--- config.mk ---
export PLATFORM = sky130hd
export DESIGN_NAME = aps_tag_cmp
export DESIGN_NICKNAME = d
export VERILOG_FILES = /design/src/sv/aps_pkg.sv /design/src/sv/aps_tag_cmp.sv
export SDC_FILE = /design/constraint.sdc
export NUM_CORES = 1
export LEC_CHECK = 0
export CAP_MARGIN = 40
export CORE_AREA = 2 2 100 102
export DETAILED_ROUTE_END_ITERATION = 8
export DIE_AREA = 0 0 102 104
export DONT_BUFFER_PORTS = 1
export GPL_TIMING_DRIVEN = 0
export MAX_ROUTING_LAYER = met4
export PLACE_DENSITY = 0.32
export SLEW_MARGIN = 5
export SYNTH_ARGS = -nofsm -noshare
export SYNTH_HDL_FRONTEND = slang
export SYNTH_SLANG_ARGS = --single-unit
--- constraint.sdc ---
create_clock -name vclk -period 4.05
set_clock_uncertainty 0.1 [all_clocks]
set_input_delay 0.81 -clock vclk [all_inputs]
set_output_delay 0.81 -clock vclk [all_outputs]
set_load 0.03 [all_outputs]
--- src/sv/aps_pkg.sv ---
// shared types and constants of the associative page store
package aps_pkg;

    localparam int MAX_SLOTS      = 64;
    localparam int WORDS_PER_PAGE = 1024;

    localparam int SLOT_W    = 6;
    localparam int COUNT_W   = 7;
    localparam int WIDX_W    = 10;
    localparam int PAGE_AW   = SLOT_W + WIDX_W;
    localparam int PAGE_DEPTH = MAX_SLOTS * WORDS_PER_PAGE;
    localparam int ID_W      = 32;
    localparam int FORK_W    = 2;
    localparam int DATA_W    = 64;

    typedef enum logic [1:0] {
        REQ_READ   = 2'd0,
        REQ_WRITE  = 2'd1,
        REQ_EXISTS = 2'd2,
        REQ_RESET  = 2'd3
    } req_t;

    typedef enum logic [2:0] {
        ST_IDLE,
        ST_TAG_RD,
        ST_TAG_CMP,
        ST_PAGE_RD,
        ST_PAGE_WR,
        ST_ALLOC,
        ST_FINISH
    } state_t;

    typedef struct packed {
        logic [ID_W-1:0]   space_id;
        logic [ID_W-1:0]   database_id;
        logic [ID_W-1:0]   rel_number;
        logic [FORK_W-1:0] fork_num;
        logic [ID_W-1:0]   block_number;
    } tag_t;

endpackage

--- src/sv/aps_tag_cmp.sv ---
// shared tag comparator, optionally ignoring the block number
module aps_tag_cmp (
    input  aps_pkg::tag_t stored,
    input  aps_pkg::tag_t key,
    input  logic          any_block,
    output logic          match
);

    logic rel_match;

    assign rel_match = (stored.space_id == key.space_id)
                    && (stored.database_id == key.database_id)
                    && (stored.rel_number == key.rel_number)
                    && (stored.fork_num == key.fork_num);

    assign match = rel_match && (any_block || (stored.block_number == key.block_number));

endmodule

==> metrics.yaml <==
route:
  first_pass_iters: 4
  wl_um: 4660
  routedWlPerCell_um: 15.1
  vias: 1318
  ant_nets: 0
  drt-initial-drc-count: 23
  drc_errors: 0
  vias_per_cell: 4.28
yosys:
  synthDistinctLibCells: 10
  syn_inst: 175
  syn_nets: 436
  seq_area_frac_synth_pct: 0
  synth_warnings: 0
  avgSynthCellArea_um2: 8.20
  syn_area_um2: 1440
sta:
  period_share_pct: 84.2
  clock.fmax_ghz: 0.293
  timing.final.ws_setup_ns: 0.641
  finalSetupTns_ns: 0
  final-hold-violation-count: 0
  setup_viol_count_final: 0
  rsz0062_at_grt: "false"
  tightest_slew_ns: 0.875
  finalCriticalPeriod_ns: 3.41
  slew_viol_final: 0
  slew_headroom_pct: 41.2
worst_setup_path:
  setup.worst_path.start_class: "primary input"
  arrival_ns: 2.50
  end_kind: "primary output"
  path_class: "primary input to primary output"
  crit_fanout: 1
  required_ns: 3.14
floorplan:
  fp.dieH_um: 104
  core_um2: 9550
  ios: 262
  die_x_um: 102
  rows: 36
  start_util_pct: 15.0
  dieArea_um2: 10600
status:
  run_status: "finished, final reports clean"
global_route:
  overflow: 0
  antenna_found_initial: 0
  grt_use_total_pct: 7.41
  grt_pass1_vias: 1413
  grt_max_degree: 2
  grt_pass1_wl_um: 6090
finish:
  fillers: 1090
  final_design_area_no_fill_um2: 1600
  final_nets: 438
  antenna_cells: 0
  drive_gt1_share_pct: 1.14
  final_common_cell: "xnor2_1"
  area_growth_syn_to_layout_pct: 11.6
  final_cell_mix: "xnor2_1, nand4_1, nor4_1"
  regArea_um2: 0
  seq_cells: 0
  clkbuf_count: 0
placed_design:
  port_buffers: 0
  gp_congestion: 0.740
  dpl_worst_slack_ns: 0.501
  hpwl_um: 4590
  place_area_um2: 1600
power:
  p_leak_nw: 0.298
  max-vdd-ir-drop_mv: 0.0180
  pwr_density_cell_nw_per_um2: 86.5
clock_tree:
  cts_hold_buf: 0
  post_cts_resized: 0
  cts_setup_buffers: 0
job:
  cap_viol_max_count: 0
hold_path:
  hold_path.class: "primary input to primary output"
==> routing by layer <==
layer  up-vias  share of wire [%]  GRT usage, %
li1        610                  -             -
met1       572                 33          7.29
met2       136                 57          16.2
met3         0                9.9         0.336
met4         0                  0             0
met5         -                  0             -
==> synthesized netlist by cell type <==
cell	count	area, um^2
nor4_1	7	43.8
xnor2_1	126	1100
nor4_2	1	12.5
nand2_1	1	3.75
xor2_1	4	35.0
nand4_1	32	200
nand3_1	1	5.00
nor3_1	1	5.00
a21oi_1	1	5.00
nor4_4	1	21.3
==> final cells by class <==
class	instances	area, um^2	area share, %
well taps	133	166	10.4
multi-input cells	175	1440	89.6
==> worst max-delay path, stage by stage <==
cell and delay, ns:
xnor2_1 0.15, nand4_1 0.13, nor4_1 0.43, nand3_1 0.18
nor4_2 0.79
==> report_power, final <==
| group | total (mW) | switching [mW] | internal [mW] |
|---|---|---|---|
| clock network | 0 | 0 | 0 |
| registers | 0 | 0 | 0 |
| logic | 0.139 | 0.0441 | 0.0945 |
==> worst paths after layout <==
| kind | start | slack (ns) | cells past startpoint | end |
|---|---|---|---|---|
| max | key[94] | 0.64 | 5 | match |
| min | stored[108] | 1.84 | 3 | match |
==> cells by family after synthesis <==
group           count (synthesis)  share of synthesized area (%)
xor+xnor                      130                           79.3
compound gates                  1                          0.348
simple gates                   44                           20.3
==> per-stage QoR <==
stage | hold WS [ns] | utilization [%] | power, mW | instances
4_1_cts | 1.87 | 16.8 | 0.141 | 308
2_1_floorplan | 1.74 | - | 0.125 | 175
3_3_place_gp | 1.86 | 16.8 | 0.141 | 308
3_5_place_dp | 1.88 | 16.8 | 0.140 | 308
5_1_grt | 1.90 | 16.8 | 0.155 | 308
6_report | 1.84 | 16.8 | 0.139 | 308
No activity file was read; power rests on OpenSTA's default activity.
