## config.mk

```make
export PLATFORM = sky130hd
export DESIGN_NAME = aps_ram
export DESIGN_NICKNAME = d
export VERILOG_FILES = /design/src/sv/aps_ram.sv
export SDC_FILE = /design/constraint.sdc
export NUM_CORES = 1
export LEC_CHECK = 0
export BUFFER_PORTS_ARGS = -buffer_cell sky130_fd_sc_hd__buf_2
export CELL_PAD_IN_SITES_DETAIL_PLACEMENT = 1
export CELL_PAD_IN_SITES_GLOBAL_PLACEMENT = 1
export CORE_MARGIN = 2
export CORE_UTILIZATION = 38
export DETAILED_ROUTE_END_ITERATION = 10
export GPL_TIMING_DRIVEN = 0
export PLACE_DENSITY_LB_ADDON = 0.1
export SLEW_MARGIN = 20
export SYNTH_ARGS = -nofsm -noshare
export SYNTH_HDL_FRONTEND = slang
export SYNTH_SLANG_ARGS = --single-unit
```

## constraint.sdc

```tcl
create_clock -name clk -period 3.8 [get_ports clk]
set_input_delay 0.38 -clock clk [delete_from_list [all_inputs] [get_ports clk]]
set_output_delay 0.38 -clock clk [all_outputs]
set_load 0.005 [all_outputs]
```

## src/sv/aps_ram.sv

```systemverilog
// generic simple dual port ram with registered read
module aps_ram #(
    parameter int WIDTH = 8,
    parameter int DEPTH = 16
) (
    input  logic                                  clk,
    input  logic                                  we,
    input  logic [(DEPTH > 1 ? $clog2(DEPTH) : 1)-1:0] waddr,
    input  logic [WIDTH-1:0]                      wdata,
    input  logic                                  re,
    input  logic [(DEPTH > 1 ? $clog2(DEPTH) : 1)-1:0] raddr,
    output logic [WIDTH-1:0]                      rdata
);

    logic [WIDTH-1:0] mem [DEPTH];

    always_ff @(posedge clk)
    begin
        if (we)
        begin
            mem[waddr] <= wdata;
        end
        if (re)
        begin
            rdata <= mem[raddr];
        end
    end

endmodule

```

==> flow_metrics.py <==
metrics = {
    "drt": {
        "via_count": 2366,
        "wirelength_um": 10700,
        "dr.pass1.iters": 4,
        "first_iter_violations": 147,
        "detail-route-antenna-nets": 0,
        "wl_per_cell_um": 23.1,
        "drc_errors": 0,
        "viasPerCell": 5.12,
    },
    "placed_design": {
        "post-dp-hpwl_um": 6880,
        "pre_cts_ws_ns": 1.68,
        "io_buffers": 25,
        "place_congestion": 0.673,
    },
    "critical_path": {
        "cp_max_fo": 8,
        "cp_num_buf_inv": 1,
        "crit_family": "simple AND/OR/NAND/NOR gates",
        "critPathCapture": "mem[3][6]$_DFFE_PP_",
        "crit_type": "primary input to register",
        "worstPathArrival_ns": 1.73,
        "r2r-start": "mem[7][7]$_DFFE_PP_",
        "reg2reg_depth": 3,
        "critical_path_cell_count": 3,
        "reg2reg_setup_slack_ns": 2.24,
        "reg2reg_to": "rdata[7]$_DFFE_PP_",
        "max_stage_delay_ns": 0.69,
        "critPathSlowestCell": "nor2_1",
        "worst_setup_path_end_kind": "register",
        "crit_required_ns": 3.83,
        "startpoint_type": "primary input",
        "worstSetupStartpoint": "waddr[2]",
        "path_cells": "buf_2 -> or3b_2 -> nor2_1",
    },
    "sta": {
        "finalSetupViolCount": 0,
        "rsz0062_at_grt": "no",
        "period_needed_ns": 1.70,
        "slew_headroom_pct": 42.0,
        "max_freq_mhz": 588,
        "slew_viol_final": 0,
        "finClkSkew_ns": 0.00729,
        "tightestPinTransition_ns": 0.866,
        "finalWorstSetupSlack_ns": 2.10,
        "fin_tns_setup_ns": 0,
        "hold_viol": 0,
        "period_share_pct": 44.8,
    },
    "floorplan": {
        "initial_utilization_pct": 39.2,
        "core.rowCount": 42,
        "die_w_um": 121,
        "die_area_um2": 14700,
        "core-area_um2": 13300,
        "top_level_ports": 27,
        "die_h_um": 121,
    },
    "pwr": {
        "max-vdd-ir-drop_mv": 0.303,
        "p_leak_nw": 2.03,
        "pwr_density_cell_nw_per_um2": 550,
    },
    "synthesis": {
        "synth_top_area_cell": "edfxtp_1",
        "ys_ff_latch": 136,
        "synth_cell_type_count": 18,
        "yosysWarnings": 0,
        "ys_seq_area_share_pct": 78.1,
        "synth_ff_type": "edfxtp_1",
        "synth_area_um2": 5230,
        "synth_top_area_share_pct": 78.1,
        "synth_enable_flop_cells": 136,
        "synth_area_leaders": "edfxtp_1, mux4_2, mux4_1",
        "async_flop_share_pct": 0,
        "synth_nets": 248,
        "synth.avg_cell_area_um2": 22.8,
        "post-synth-top-count-cell": "edfxtp_1",
        "synthTopCellsByCount": "edfxtp_1, mux4_2, a22oi_1, mux4_1, nor2_1",
        "postSynthCellCount": 229,
    },
    "clock_tree": {
        "h-tree-depth": 4,
        "post-cts-setup-buffers": 0,
        "cts_tree": "yes",
        "cts_inserted_buffers": 17,
        "cts_root_buffer": "clkbuf_16",
        "cts_sinks": 136,
        "clk_pin_slew_ns": 0.06,
        "clk_path_buf_depth": 2,
        "clkLatencyLatePin_ns": 0.41,
        "ctsHoldBuffers": 0,
        "cts_resized": 0,
    },
    "layout": {
        "diodes": 0,
        "layout-drive-gt1-share_pct": 29.4,
        "final_core_util_pct": 46.0,
        "synthToLayoutAreaGrowth_pct": 17.4,
        "fillCellCount": 1237,
        "final_nets": 292,
    },
    "grt": {
        "grt_first_pass_wirelength_um": 16200,
        "met1_usage_pct": 22.7,
        "grtUsageMet3_pct": 3.85,
        "gr-max-usage-layer": "met2",
        "grt_pass1_vias": 2559,
        "antenna_found_initial": 0,
        "overflow": 0,
        "grt_max_degree": 17,
        "gr-usage-all-layers_pct": 16.2,
        "grtUsageMet2_pct": 25.0,
    },
    "worst_hold_path": {
        "hp-class": "primary input to register",
    },
    "flow_run": {
        "cap_violations": 0,
    },
    "status": {
        "status": "finished, final reports clean",
    },
}
## sequential cells by signal, summed over array words and instances, names as in the netlist
name	cells
mem	128
rdata	8
## metal layers
metal	up-vias	wire, µm
li1	1066	-
met1	1237	4790
met2	55	5330
met3	8	440
met4	0	97
met5	-	0
## power breakdown
| group | internal, mW | switching [mW] | leakage (nW) |
|---|---|---|---|
| clock network | 0.950 | 0.563 | 0.270 |
| logic | 0.0651 | 0.0973 | 0.523 |
| registers | 1.69 | 0.00675 | 1.24 |
| total | 2.71 | 0.667 | 2.03 |
## cells in the final DEF, fill, tap and decap left out, drive strengths merged
master	count
bufinv	2
and2	1
clkinv	9
nand2	9
nand3b	2
clkdlybuf4s25	3
nor2b	1
nor2	13
clkbuf	20
clkinvlp	1
edfxtp	136
buf	32
or3b	1
mux4	32
and2b	1
nand2b	2
nor3	4
nand3	1
a22oi	16
## worst min path at each step
stage               slack (ns)  startpoint                  end  cells after the start
CTS                       0.31          re   rdata[1]$_DFFE_PP_                      1
global placement          0.72          re   rdata[6]$_DFFE_PP_                      1
finish                    0.32          re   rdata[1]$_DFFE_PP_                      1
floorplan                 0.48    wdata[0]  mem[0][0]$_DFFE_PP_                      0
detailed placement        0.74          re   rdata[1]$_DFFE_PP_                      1
global route              0.32          re   rdata[3]$_DFFE_PP_                      1
## cell families after synthesis
logic type             after synthesis  share of synthesized area [%]
muxes                               32                           14.8
and+or+nand+nor                     35                           3.14
buffers and inverters               10                           1.65
AOI/OAI and AO/OA                   16                           2.30
DFF                                136                           78.1
## cell type report
type	instances	area (µm²)	area share (%)
buffer	10	86.3	1.41
clock buffer	20	437	7.11
clock inverter	12	109	1.77
multi-input combinational	83	1080	17.5
sequential	136	4080	66.5
tap	176	220	3.59
timing repair buffer	25	125	2.04
## stage by stage
step                      hold slack (ns)  std cells  power [mW]  area, µm²
final                               0.321        462        3.37       6140
after global routing                0.322        462        3.49       6140
after CTS                           0.313        462        3.41       6140
after detailed placement            0.738        430        1.90       5590
after global placement              0.725        430        1.89       5570
after floorplan                     0.479        229        1.81       5230
No activity file was read; power rests on OpenSTA's default activity.
